File: src/hdl/drm_pkg.sv
// ----------------------------------------------------------------------------
// drm_pkg
// Shared codes and fixed field widths for the damage rectangle merger:
// item modes, result outcomes, register indexes and register reset values.
// ----------------------------------------------------------------------------
package drm_pkg;

	// fixed field widths
	localparam int REG_W      = 14;
	localparam int CFG_IDX_W  = 1;
	localparam int IN_W       = 16;
	localparam int IDX_IN_W   = 6;
	localparam int CNT_OUT_W  = 5;

	typedef logic [1:0] mode_t;
	typedef logic [2:0] outcome_t;

	// item modes
	localparam mode_t MODE_ADD   = 2'd0;
	localparam mode_t MODE_CLEAR = 2'd1;
	localparam mode_t MODE_READ  = 2'd2;
	localparam mode_t MODE_RSVD  = 2'd3;

	// result outcomes
	localparam outcome_t OUT_REJECTED  = 3'd0;
	localparam outcome_t OUT_MERGED    = 3'd1;
	localparam outcome_t OUT_APPENDED  = 3'd2;
	localparam outcome_t OUT_COLLAPSED = 3'd3;
	localparam outcome_t OUT_CLEARED   = 3'd4;
	localparam outcome_t OUT_READ_OK   = 3'd5;
	localparam outcome_t OUT_READ_BAD  = 3'd6;

	// configuration register indexes
	localparam logic [CFG_IDX_W-1:0] CFG_SCREEN_W = 1'b0;
	localparam logic [CFG_IDX_W-1:0] CFG_SCREEN_H = 1'b1;

	// register reset values
	localparam logic [REG_W-1:0] SCREEN_W_RST = 14'd1024;
	localparam logic [REG_W-1:0] SCREEN_H_RST = 14'd768;

endpackage

File: src/hdl/damage_rect_merger_core.sv
// ----------------------------------------------------------------------------
// damage_rect_merger_core
// Damage rectangle table: clip, scan for the first overlap, merge, append
// or collapse to full screen; clear and read items.
// ----------------------------------------------------------------------------
// sequence: an add is clipped, then scans the stored entries (if any) for the first
// overlap; it merges at that entry, or else appends or collapses in the write state;
// a bad or clipped-out add is rejected; clear, read and unknown modes go straight to done
// throughput: one item at a time, next accept in the cycle after the result beat
// is loaded; the scan reads one entry per cycle via the shared unit
// reset: count cleared, screen size 1024 x 768, table contents undefined
// ----------------------------------------------------------------------------
module damage_rect_merger_core #(
	parameter int MAX_RECTS  = 16,
	parameter int COORD_BITS = 14
) (
	input  logic                             clk,
	input  logic                             arst_n,
	input  logic                             cfg_wr_en,
	input  logic [drm_pkg::CFG_IDX_W-1:0]    cfg_index,
	input  logic [drm_pkg::REG_W-1:0]        cfg_data,
	input  logic                             in_valid,
	output logic                             in_ready,
	input  logic [1:0]                       mode,
	input  logic signed [drm_pkg::IN_W-1:0]  rect_x,
	input  logic signed [drm_pkg::IN_W-1:0]  rect_y,
	input  logic signed [drm_pkg::IN_W-1:0]  rect_width,
	input  logic signed [drm_pkg::IN_W-1:0]  rect_height,
	input  logic [drm_pkg::IDX_IN_W-1:0]     read_index,
	output logic                             out_valid,
	input  logic                             out_ready,
	output logic [2:0]                       outcome,
	output logic [drm_pkg::REG_W-1:0]        entry_x,
	output logic [drm_pkg::REG_W-1:0]        entry_y,
	output logic [drm_pkg::REG_W-1:0]        entry_width,
	output logic [drm_pkg::REG_W-1:0]        entry_height,
	output logic [drm_pkg::CNT_OUT_W-1:0]    entry_count,
	output logic                             has_damage
);

	localparam int IDX_W  = (MAX_RECTS > 1) ? $clog2(MAX_RECTS) : 1;
	localparam int CNT_W  = $clog2(MAX_RECTS + 1);
	localparam int CW     = ((COORD_BITS > drm_pkg::REG_W) ? COORD_BITS : drm_pkg::REG_W) + 1;
	localparam int ENT_W  = 4 * COORD_BITS;
	localparam int CNTX_W = (CNT_W > drm_pkg::CNT_OUT_W) ? CNT_W : drm_pkg::CNT_OUT_W;
	localparam int CMP_W  = (CNT_W > drm_pkg::IDX_IN_W) ? CNT_W : drm_pkg::IDX_IN_W;
	localparam int EXW    = (COORD_BITS > drm_pkg::REG_W) ? COORD_BITS : drm_pkg::REG_W;

	typedef enum logic [4:0] {
		ST_IDLE  = 5'b00001,
		ST_CLIP  = 5'b00010,
		ST_SCAN  = 5'b00100,
		ST_WRITE = 5'b01000,
		ST_DONE  = 5'b10000
	} state_t;

	state_t                    state_q;
	logic [drm_pkg::REG_W-1:0] sw_q;
	logic [drm_pkg::REG_W-1:0] sh_q;
	logic [CNT_W-1:0]          count_q;
	logic [IDX_W-1:0]          scan_q;
	logic [IDX_W-1:0]          rd_idx_q;
	logic                      rd_ok_q;
	drm_pkg::outcome_t         res_q;
	logic signed [drm_pkg::IN_W-1:0] rx_q;
	logic signed [drm_pkg::IN_W-1:0] ry_q;
	logic signed [drm_pkg::IN_W-1:0] rw_q;
	logic signed [drm_pkg::IN_W-1:0] rh_q;
	logic [CW-1:0]             ax1_q;
	logic [CW-1:0]             ay1_q;
	logic [CW-1:0]             ax2_q;
	logic [CW-1:0]             ay2_q;

	logic                      accept;
	logic                      out_free;
	logic                      full;
	logic [CNT_W-1:0]          scan_next;
	logic                      scan_last;

	// clip datapath
	logic signed [drm_pkg::IN_W:0] x_ext;
	logic signed [drm_pkg::IN_W:0] y_ext;
	logic signed [drm_pkg::IN_W:0] x2_raw;
	logic signed [drm_pkg::IN_W:0] y2_raw;
	logic signed [drm_pkg::IN_W:0] sw_s;
	logic signed [drm_pkg::IN_W:0] sh_s;
	logic signed [drm_pkg::IN_W:0] x1c;
	logic signed [drm_pkg::IN_W:0] y1c;
	logic signed [drm_pkg::IN_W:0] x2c;
	logic signed [drm_pkg::IN_W:0] y2c;
	logic                      size_bad;
	logic                      clip_empty;

	// shared unit operands and results
	logic [CW-1:0]             u_ax1, u_ay1, u_ax2, u_ay2;
	logic [CW-1:0]             u_bx1, u_by1, u_bx2, u_by2;
	logic                      u_overlap;
	logic [COORD_BITS-1:0]     u_st_x, u_st_y, u_st_w, u_st_h;

	// table ports
	logic                      tb_wr_en;
	logic [IDX_W-1:0]          tb_wr_addr;
	logic [ENT_W-1:0]          tb_wr_data;
	logic [IDX_W-1:0]          tb_rd_addr;
	logic [ENT_W-1:0]          tb_rd_data;
	logic [COORD_BITS-1:0]     e_x, e_y, e_w, e_h;
	logic [EXW-1:0]            ex_x, ex_y, ex_w, ex_h;
	logic [CNTX_W-1:0]         cnt_ext;
	logic                      rd_in_range;

	assign in_ready  = (state_q == ST_IDLE);
	assign accept    = in_valid && in_ready;
	assign out_free  = !out_valid || out_ready;
	assign full      = (count_q == CNT_W'(MAX_RECTS));
	assign scan_next = CNT_W'(scan_q) + CNT_W'(1);
	assign scan_last = (scan_next == count_q);

	assign rd_in_range = (CMP_W'(read_index) < CMP_W'(count_q));

	// clip the captured rectangle to the screen
	assign x_ext      = {rx_q[drm_pkg::IN_W-1], rx_q};
	assign y_ext      = {ry_q[drm_pkg::IN_W-1], ry_q};
	assign x2_raw     = x_ext + {rw_q[drm_pkg::IN_W-1], rw_q};
	assign y2_raw     = y_ext + {rh_q[drm_pkg::IN_W-1], rh_q};
	assign sw_s       = {3'b000, sw_q};
	assign sh_s       = {3'b000, sh_q};
	assign x1c        = rx_q[drm_pkg::IN_W-1] ? '0 : x_ext;
	assign y1c        = ry_q[drm_pkg::IN_W-1] ? '0 : y_ext;
	assign x2c        = (x2_raw > sw_s) ? sw_s : x2_raw;
	assign y2c        = (y2_raw > sh_s) ? sh_s : y2_raw;
	assign size_bad   = (rw_q <= 0) || (rh_q <= 0);
	assign clip_empty = (x1c >= x2c) || (y1c >= y2c);

	// unpack the entry read from the table
	assign e_x = tb_rd_data[4*COORD_BITS-1:3*COORD_BITS];
	assign e_y = tb_rd_data[3*COORD_BITS-1:2*COORD_BITS];
	assign e_w = tb_rd_data[2*COORD_BITS-1:COORD_BITS];
	assign e_h = tb_rd_data[COORD_BITS-1:0];

	// shared unit operand select
	always_comb begin
		u_ax1 = ax1_q;
		u_ay1 = ay1_q;
		u_ax2 = ax2_q;
		u_ay2 = ay2_q;
		u_bx1 = ax1_q;
		u_by1 = ay1_q;
		u_bx2 = ax2_q;
		u_by2 = ay2_q;
		case (state_q)
			ST_SCAN: begin
				u_bx1 = CW'(e_x);
				u_by1 = CW'(e_y);
				u_bx2 = CW'(e_x) + CW'(e_w);
				u_by2 = CW'(e_y) + CW'(e_h);
			end
			ST_WRITE: begin
				if (full) begin
					u_ax1 = '0;
					u_ay1 = '0;
					u_ax2 = CW'(sw_q);
					u_ay2 = CW'(sh_q);
					u_bx1 = '0;
					u_by1 = '0;
					u_bx2 = CW'(sw_q);
					u_by2 = CW'(sh_q);
				end
			end
			default: begin
			end
		endcase
	end

	drm_ovl #(
		.CW (CW),
		.CB (COORD_BITS)
	) u_ovl (
		.a_x1    (u_ax1),
		.a_y1    (u_ay1),
		.a_x2    (u_ax2),
		.a_y2    (u_ay2),
		.b_x1    (u_bx1),
		.b_y1    (u_by1),
		.b_x2    (u_bx2),
		.b_y2    (u_by2),
		.overlap (u_overlap),
		.st_x    (u_st_x),
		.st_y    (u_st_y),
		.st_w    (u_st_w),
		.st_h    (u_st_h)
	);

	// table write and read addressing
	assign tb_wr_en   = ((state_q == ST_SCAN) && u_overlap) || (state_q == ST_WRITE);
	assign tb_wr_data = {u_st_x, u_st_y, u_st_w, u_st_h};

	always_comb begin
		if (state_q == ST_SCAN) begin
			tb_wr_addr = scan_q;
		end else if (full) begin
			tb_wr_addr = '0;
		end else begin
			tb_wr_addr = count_q[IDX_W-1:0];
		end
	end

	always_comb begin
		case (state_q)
			ST_IDLE: tb_rd_addr = read_index[IDX_W-1:0];
			ST_CLIP: tb_rd_addr = '0;
			ST_SCAN: tb_rd_addr = scan_next[IDX_W-1:0];
			default: tb_rd_addr = rd_idx_q;
		endcase
	end

	drm_table #(
		.DEPTH  (MAX_RECTS),
		.IDX_W  (IDX_W),
		.DATA_W (ENT_W)
	) u_table (
		.clk     (clk),
		.wr_en   (tb_wr_en),
		.wr_addr (tb_wr_addr),
		.wr_data (tb_wr_data),
		.rd_addr (tb_rd_addr),
		.rd_data (tb_rd_data)
	);

	// configuration registers
	always_ff @(posedge clk or negedge arst_n) begin
		if (!arst_n) begin
			sw_q <= drm_pkg::SCREEN_W_RST;
			sh_q <= drm_pkg::SCREEN_H_RST;
		end else if (cfg_wr_en) begin
			case (cfg_index)
				drm_pkg::CFG_SCREEN_W: sw_q <= cfg_data;
				drm_pkg::CFG_SCREEN_H: sh_q <= cfg_data;
				default: begin
				end
			endcase
		end
	end

	// item payload capture
	always_ff @(posedge clk) begin
		if (accept) begin
			rx_q     <= rect_x;
			ry_q     <= rect_y;
			rw_q     <= rect_width;
			rh_q     <= rect_height;
			rd_idx_q <= read_index[IDX_W-1:0];
		end
		if (state_q == ST_CLIP) begin
			ax1_q <= CW'(x1c[drm_pkg::REG_W-1:0]);
			ay1_q <= CW'(y1c[drm_pkg::REG_W-1:0]);
			ax2_q <= CW'(x2c[drm_pkg::REG_W-1:0]);
			ay2_q <= CW'(y2c[drm_pkg::REG_W-1:0]);
		end
	end

	// sequencer
	always_ff @(posedge clk or negedge arst_n) begin
		if (!arst_n) begin
			state_q <= ST_IDLE;
			count_q <= '0;
			scan_q  <= '0;
			res_q   <= drm_pkg::OUT_REJECTED;
			rd_ok_q <= 1'b0;
		end else begin
			case (state_q)
				ST_IDLE: begin
					if (accept) begin
						rd_ok_q <= (mode == drm_pkg::MODE_READ) && rd_in_range;
						case (mode)
							drm_pkg::MODE_ADD: begin
								state_q <= ST_CLIP;
							end
							drm_pkg::MODE_CLEAR: begin
								count_q <= '0;
								res_q   <= drm_pkg::OUT_CLEARED;
								state_q <= ST_DONE;
							end
							drm_pkg::MODE_READ: begin
								res_q   <= rd_in_range ? drm_pkg::OUT_READ_OK
								                       : drm_pkg::OUT_READ_BAD;
								state_q <= ST_DONE;
							end
							default: begin
								res_q   <= drm_pkg::OUT_REJECTED;
								state_q <= ST_DONE;
							end
						endcase
					end
				end
				ST_CLIP: begin
					scan_q <= '0;
					if (size_bad || clip_empty) begin
						res_q   <= drm_pkg::OUT_REJECTED;
						state_q <= ST_DONE;
					end else if (count_q == '0) begin
						state_q <= ST_WRITE;
					end else begin
						state_q <= ST_SCAN;
					end
				end
				ST_SCAN: begin
					if (u_overlap) begin
						res_q   <= drm_pkg::OUT_MERGED;
						state_q <= ST_DONE;
					end else if (scan_last) begin
						state_q <= ST_WRITE;
					end else begin
						scan_q <= scan_next[IDX_W-1:0];
					end
				end
				ST_WRITE: begin
					if (full) begin
						count_q <= CNT_W'(1);
						res_q   <= drm_pkg::OUT_COLLAPSED;
					end else begin
						count_q <= count_q + CNT_W'(1);
						res_q   <= drm_pkg::OUT_APPENDED;
					end
					state_q <= ST_DONE;
				end
				ST_DONE: begin
					if (out_free) begin
						state_q <= ST_IDLE;
					end
				end
				default: begin
					state_q <= ST_IDLE;
				end
			endcase
		end
	end

	// result fields
	assign ex_x    = EXW'(e_x);
	assign ex_y    = EXW'(e_y);
	assign ex_w    = EXW'(e_w);
	assign ex_h    = EXW'(e_h);
	assign cnt_ext = CNTX_W'(count_q);

	// output register valid
	always_ff @(posedge clk or negedge arst_n) begin
		if (!arst_n) begin
			out_valid <= 1'b0;
		end else if ((state_q == ST_DONE) && out_free) begin
			out_valid <= 1'b1;
		end else if (out_ready) begin
			out_valid <= 1'b0;
		end
	end

	// output register payload
	always_ff @(posedge clk) begin
		if ((state_q == ST_DONE) && out_free) begin
			outcome     <= res_q;
			entry_count <= cnt_ext[drm_pkg::CNT_OUT_W-1:0];
			has_damage  <= (count_q != '0);
			if (rd_ok_q) begin
				entry_x      <= ex_x[drm_pkg::REG_W-1:0];
				entry_y      <= ex_y[drm_pkg::REG_W-1:0];
				entry_width  <= ex_w[drm_pkg::REG_W-1:0];
				entry_height <= ex_h[drm_pkg::REG_W-1:0];
			end else begin
				entry_x      <= '0;
				entry_y      <= '0;
				entry_width  <= '0;
				entry_height <= '0;
			end
		end
	end

endmodule

File: src/hdl/drm_table.sv
// ----------------------------------------------------------------------------
// drm_table
// Rectangle table storage: one write port, one read port with registered
// read data. Contents are undefined until written.
// ----------------------------------------------------------------------------
module drm_table #(
	parameter int DEPTH  = 16,
	parameter int IDX_W  = 4,
	parameter int DATA_W = 56
) (
	input  logic              clk,
	input  logic              wr_en,
	input  logic [IDX_W-1:0]  wr_addr,
	input  logic [DATA_W-1:0] wr_data,
	input  logic [IDX_W-1:0]  rd_addr,
	output logic [DATA_W-1:0] rd_data
);

	logic [DATA_W-1:0] mem_q [DEPTH];

	// write port
	always_ff @(posedge clk) begin
		if (wr_en) begin
			mem_q[wr_addr] <= wr_data;
		end
	end

	// registered read port
	always_ff @(posedge clk) begin
		rd_data <= mem_q[rd_addr];
	end

endmodule

File: src/hdl/drm_ovl.sv
// ----------------------------------------------------------------------------
// drm_ovl
// Shared rectangle unit: strict overlap test of two corner-form rectangles
// and the stored form (left, top, width, height) of their bounding box.
// ----------------------------------------------------------------------------
module drm_ovl #(
	parameter int CW = 15,
	parameter int CB = 14
) (
	input  logic [CW-1:0] a_x1,
	input  logic [CW-1:0] a_y1,
	input  logic [CW-1:0] a_x2,
	input  logic [CW-1:0] a_y2,
	input  logic [CW-1:0] b_x1,
	input  logic [CW-1:0] b_y1,
	input  logic [CW-1:0] b_x2,
	input  logic [CW-1:0] b_y2,
	output logic          overlap,
	output logic [CB-1:0] st_x,
	output logic [CB-1:0] st_y,
	output logic [CB-1:0] st_w,
	output logic [CB-1:0] st_h
);

	logic [CW-1:0] mx1;
	logic [CW-1:0] my1;
	logic [CW-1:0] mx2;
	logic [CW-1:0] my2;
	logic [CW-1:0] dx;
	logic [CW-1:0] dy;

	// strict overlap on both axes
	assign overlap = (a_x1 < b_x2) && (a_x2 > b_x1) && (a_y1 < b_y2) && (a_y2 > b_y1);

	// bounding box
	assign mx1 = (a_x1 < b_x1) ? a_x1 : b_x1;
	assign my1 = (a_y1 < b_y1) ? a_y1 : b_y1;
	assign mx2 = (a_x2 > b_x2) ? a_x2 : b_x2;
	assign my2 = (a_y2 > b_y2) ? a_y2 : b_y2;

	// stored form, kept modulo the coordinate width
	assign dx   = mx2 - mx1;
	assign dy   = my2 - my1;
	assign st_x = mx1[CB-1:0];
	assign st_y = my1[CB-1:0];
	assign st_w = dx[CB-1:0];
	assign st_h = dy[CB-1:0];

endmodule

File: config.mk
export PLATFORM = sky130hd
export DESIGN_NAME = damage_rect_merger_core
export DESIGN_NICKNAME = d
export VERILOG_FILES = /design/src/hdl/drm_pkg.sv /design/src/hdl/damage_rect_merger_core.sv /design/src/hdl/drm_table.sv /design/src/hdl/drm_ovl.sv
export SDC_FILE = /design/constraint.sdc
export NUM_CORES = 2
export LEC_CHECK = 0
export ABC_AREA = 1
export BUFFER_PORTS_ARGS = -buffer_cell sky130_fd_sc_hd__clkbuf_2
export CAP_MARGIN = 0
export CORE_AREA = 2 2 455 321
export CTS_BUF_LIST = sky130_fd_sc_hd__clkbuf_8
export DETAILED_ROUTE_END_ITERATION = 7
export DIE_AREA = 0 0 457 323
export SLEW_MARGIN = 20
export SYNTH_ARGS = -nofsm -noshare
export SYNTH_HDL_FRONTEND = slang
export SYNTH_SLANG_ARGS = --single-unit
export TNS_END_PERCENT = 10
File: constraint.sdc
create_clock -name clk -period 6.2 [get_ports clk]
set_clock_uncertainty 0.2 [all_clocks]
set_input_delay 0.31 -clock clk [delete_from_list [all_inputs] [get_ports clk]]
set_output_delay 0.31 -clock clk [all_outputs]
set_load 0.02 [all_outputs]
==> run metrics <==
fin crit period=6.04 ns; total power per unit cell area=457 nW/um^2; Post-Synthesis Net Count=5751; Detailed Place HPWL=112000 um; FILL cells=13200; startpoint type of the worst setup path=flop; Core Footprint=144000 um^2; number of antenna violations at the first check in global routing=4; sequential-to-total area share from yosys stat=61.2%; non-filler instance count after layout=8048; leading cell types in the layout, fill and taps excluded=1085 x sky130_fd_sc_hd__edfxtp_1, 993 x sky130_fd_sc_hd__nand2_1, 909 x sky130_fd_sc_hd__inv_1; worst vdd ir=0.000415 V; Placement Cell Area=62100 um^2; clock tree from TritonCTS=done; CTS sink count=1188; main combinational cell family by area after synthesis=compound AO/OA/AOI/OAI gates; wire length of the first global-routing pass=248000 um; Chip Height=323 um; Cell variety after synth=61; Mapped Area=57000 um^2; Max Clk Rate=0.166 GHz; delay of the slowest cell on the worst path=0.54 ns; combined global-route utilization of all metal layers=22.3%; P_leak=0.0282 uW; nature of the critical path endpoint=flop; Wirelength per Cell=21.0 um; basic-gate share of the synthesized area counting and, or, nand and nor cells=11.0%; port buffer count=158; Min-Delay Path Depth=5; Critical Path AT=6.43 ns; number of synthesized register bits=1188; net count reported at finish=6354; WL final=169000 um; Setup Crit Path Kind=flop to flop; worst flop-to-flop path startpoint=cnt_ext[0]$_DFFE_PN0P_; highest routing layer actually used=met4; Crit-path slowest cell=sky130_fd_sc_hd__nor2_4; Layout Area Growth over Synthesis=18.9%; flip-flop and latch area=34900 um^2; multi-input combinational cell area=18100 um^2; H-Tree Depth=4; total length of routed met3 wires=13800 um; clock network latency to the later pin of the worst-skew pair=0.91 ns; detailed route wirelength on metal2=72000 um; depth of the most critical reg-to-reg path=26; maximum number of pins on one net before global-route repair=173; number of nets with antenna violations after detailed routing=0; cell count after synthesis=5391; Worst Hold Class=primary input to flop; share of layout cells above drive strength 1=13.9%; leading register cell type out of synthesis=sky130_fd_sc_hd__edfxtp_1; Req. time, crit path=6.59 ns; Final Wtd Congestion=0.925; r2r setup slk=0.16 ns; post-synthesis share of cell area spent on xor and xnor gates=0.953%; result of the run=finished, final reports clean; overflow left after global routing=0; worst setup path startpoint=cnt_ext[0]$_DFFE_PN0P_; total instance count after detailed placement=7537; max-slew violation count=0; commonest non-fill, non-tap cell in the layout=sky130_fd_sc_hd__edfxtp_1; cell with the most instances on the worst path=sky130_fd_sc_hd__nand2_1; row count=117; starting density of the core=39.5%; Remaining DRCs=0; synthesized area divided by synthesized cell count=10.6 um^2; EDFF count, synth=1085; IO Count=159; adder and majority cell fraction of the synthesized area=5.97%; hold wc startpoint=out_ready; detailed-routing wirelength on met1=79700 um; Yosys warning count=0; DIE AREA=148000 um^2; width of the die=457 um; transition time of the tightest slew-check pin=1.16 ns; sink of the worst hold path=out_valid$_DFFE_PN0P_; overall via count from detail_route=41900; routed via count divided by cell count=5.21; Crit Reg-Reg Endpoint=u_table.mem_q[9][50]$_DFFE_PP_; Levels on crit path=26; final period utilization=97.3%; compound-cell area share of the yosys netlist=13.0%; DRC violation total after the first TritonRoute iteration=4816; maximum fanout along the worst path=23; async set or reset register ratio after synthesis=3.96%; headroom to the max-slew limit=22.3%; total buffers and inverters traversed by the critical path=8; Setup Viol. Count Final=0; family with the most delay on the worst path=simple AND/OR/NAND/NOR gates; detailed-router iteration count before antenna repair=6; final count of hold timing violations=0; count of max-cap constraint violations=0; share of synthesized area spent on multiplexers=0%; via count of the first global-routing pass=38700; CTS buffer count=174; CTS clock-pin slew for the worst setup and hold paths=0.06 ns; Max clock buf depth=3; library cell used as clock root buffer=sky130_fd_sc_hd__clkbuf_8; Post-Layout Inst Area=67700 um^2
-- power breakdown --
part           internal (uW)  total, uW  leakage, uW  switching [uW]
sequential             10000      10500       0.0109             441
combinational           4530      14300       0.0153            9720
clock                   3010       6210      0.00199            3190
total                  17600      30900       0.0282           13400
-- metrics by stage --
step           hold WS (ns)  setup slack, ns  power [uW]  util [%]  setup TNS [ns]
2_1_floorplan        -0.186          -0.0958       19300         -          -87.02
3_3_place_gp          0.245           -0.195       24200      43.1           -6.24
3_5_place_dp          0.246           -0.266       24300      43.1          -12.47
4_1_cts              0.0149           0.0203       30600      46.7               0
5_1_grt              0.0843          -0.0798       32900      47.0           -1.99
6_report              0.102            0.165       30900      47.0               0
-- worst max path at each step --
stage | endpoint | slack (ns)
2_1_floorplan | u_table.mem_q[0][0]$_DFFE_PP_ | -0.1
3_3_place_gp | u_table.mem_q[11][11]$_DFFE_PP_ | -0.19
3_5_place_dp | u_table.mem_q[15][11]$_DFFE_PP_ | -0.27
4_1_cts | u_table.mem_q[8][8]$_DFFE_PP_ | 0.02
5_1_grt | u_table.mem_q[2][13]$_DFFE_PP_ | -0.08
6_report | u_table.mem_q[9][50]$_DFFE_PP_ | 0.16
-- timing repair --
item                                   4_1_cts  5_1_grt
pin swaps                                    0       11
setup endpoints to repair                   80      853
endpoints found under the hold margin      176        0
cloned                                       0        3
buffers inserted                             0        9
hold buffers                               173        0
gates resized for setup                      5       70
-- cell families after synthesis --
family	Yosys count
AO/OA/AOI/OAI	1252
XOR/XNOR	62
adder cells (fa/ha/maj)	268
buffers and inverters	1092
flip-flops	1188
AND/OR/NAND/NOR	1529
-- synthesized netlist by cell type, types with 5 or more instances --
master	number	area, um^2
sky130_fd_sc_hd__o21ai_2	19	166
sky130_fd_sc_hd__a21o_1	7	52.6
sky130_fd_sc_hd__edfxtp_1	1085	32600
sky130_fd_sc_hd__dfrtp_1	43	1080
sky130_fd_sc_hd__or2_2	5	31.3
sky130_fd_sc_hd__o22ai_1	10	62.6
sky130_fd_sc_hd__dfxtp_1	56	1120
sky130_fd_sc_hd__buf_4	13	97.6
sky130_fd_sc_hd__a21oi_1	271	1360
sky130_fd_sc_hd__clkbuf_1	95	357
sky130_fd_sc_hd__inv_2	5	18.8
sky130_fd_sc_hd__xnor2_1	16	140
sky130_fd_sc_hd__nand2_1	998	3750
sky130_fd_sc_hd__o21a_1	6	45.0
sky130_fd_sc_hd__inv_1	848	3180
sky130_fd_sc_hd__buf_1	10	37.5
sky130_fd_sc_hd__a211oi_1	15	113
sky130_fd_sc_hd__buf_2	104	521
sky130_fd_sc_hd__nor3_1	15	75.1
sky130_fd_sc_hd__xor2_1	46	403
sky130_fd_sc_hd__buf_6	13	146
sky130_fd_sc_hd__nand2_2	6	37.5
sky130_fd_sc_hd__a31oi_1	10	62.6
sky130_fd_sc_hd__a221oi_1	8	70.1
sky130_fd_sc_hd__o221ai_1	39	342
sky130_fd_sc_hd__nand3b_1	7	52.6
sky130_fd_sc_hd__o21bai_1	11	82.6
sky130_fd_sc_hd__ha_1	262	3280
sky130_fd_sc_hd__fa_1	6	120
sky130_fd_sc_hd__o211ai_1	272	2040
sky130_fd_sc_hd__o21ai_0	527	2640
sky130_fd_sc_hd__nand4_1	23	144
sky130_fd_sc_hd__o21ai_1	31	155
sky130_fd_sc_hd__nor2_1	221	830
sky130_fd_sc_hd__nand3_1	232	1160
-- cell type report --
class | instances | area share (%)
flip-flops and latches | 1188 | 51.5
well taps | 1904 | 3.52
inverters | 854 | 4.75
multi-input cells | 3113 | 26.7
diodes | 4 | 0.0148
clock buffers | 198 | 4.02
repair buffers | 663 | 8.47
clock inverters | 124 | 0.968
-- sequential cells by signal (all words and copies together), names as in the netlist, 16 cells and up --
signal	count
ry_q	16
rh_q	16
rx_q	16
u_table.rd_data	56
u_table.mem_q	896
rw_q	16
-- routing by layer --
layer  track usage (%)  vias up
met3              4.47      237
li1                  -    19900
met1              33.8    20100
met2              32.5     1582
met4              5.74        0
met5                 0        -
-- worst reg2reg max path, cell delays in order (launching register included) --
cell and delay (ns):
sky130_fd_sc_hd__dfrtp_1 0.38, sky130_fd_sc_hd__inv_1 0.08, sky130_fd_sc_hd__ha_1 0.20, sky130_fd_sc_hd__nand3_2 0.10, sky130_fd_sc_hd__inv_1 0.13, sky130_fd_sc_hd__nand2_4 0.13, sky130_fd_sc_hd__buf_12 0.19, sky130_fd_sc_hd__buf_12 0.17
sky130_fd_sc_hd__buf_4 0.18, sky130_fd_sc_hd__nand2_1 0.05, sky130_fd_sc_hd__o21ai_1 0.11, sky130_fd_sc_hd__buf_4 0.18, sky130_fd_sc_hd__ha_1 0.28, sky130_fd_sc_hd__nand2_1 0.06, sky130_fd_sc_hd__nor2_1 0.21, sky130_fd_sc_hd__o21ai_0 0.17
sky130_fd_sc_hd__o211a_1 0.20, sky130_fd_sc_hd__o211ai_1 0.42, sky130_fd_sc_hd__inv_1 0.18, sky130_fd_sc_hd__nor2_1 0.19, sky130_fd_sc_hd__nand3b_1 0.11, sky130_fd_sc_hd__nor2_2 0.27, sky130_fd_sc_hd__nand2_1 0.17, sky130_fd_sc_hd__nand2_1 0.21
sky130_fd_sc_hd__nand2_1 0.28, sky130_fd_sc_hd__nor2_4 0.54, sky130_fd_sc_hd__buf_12 0.29
(Power assumes the default switching activity.)
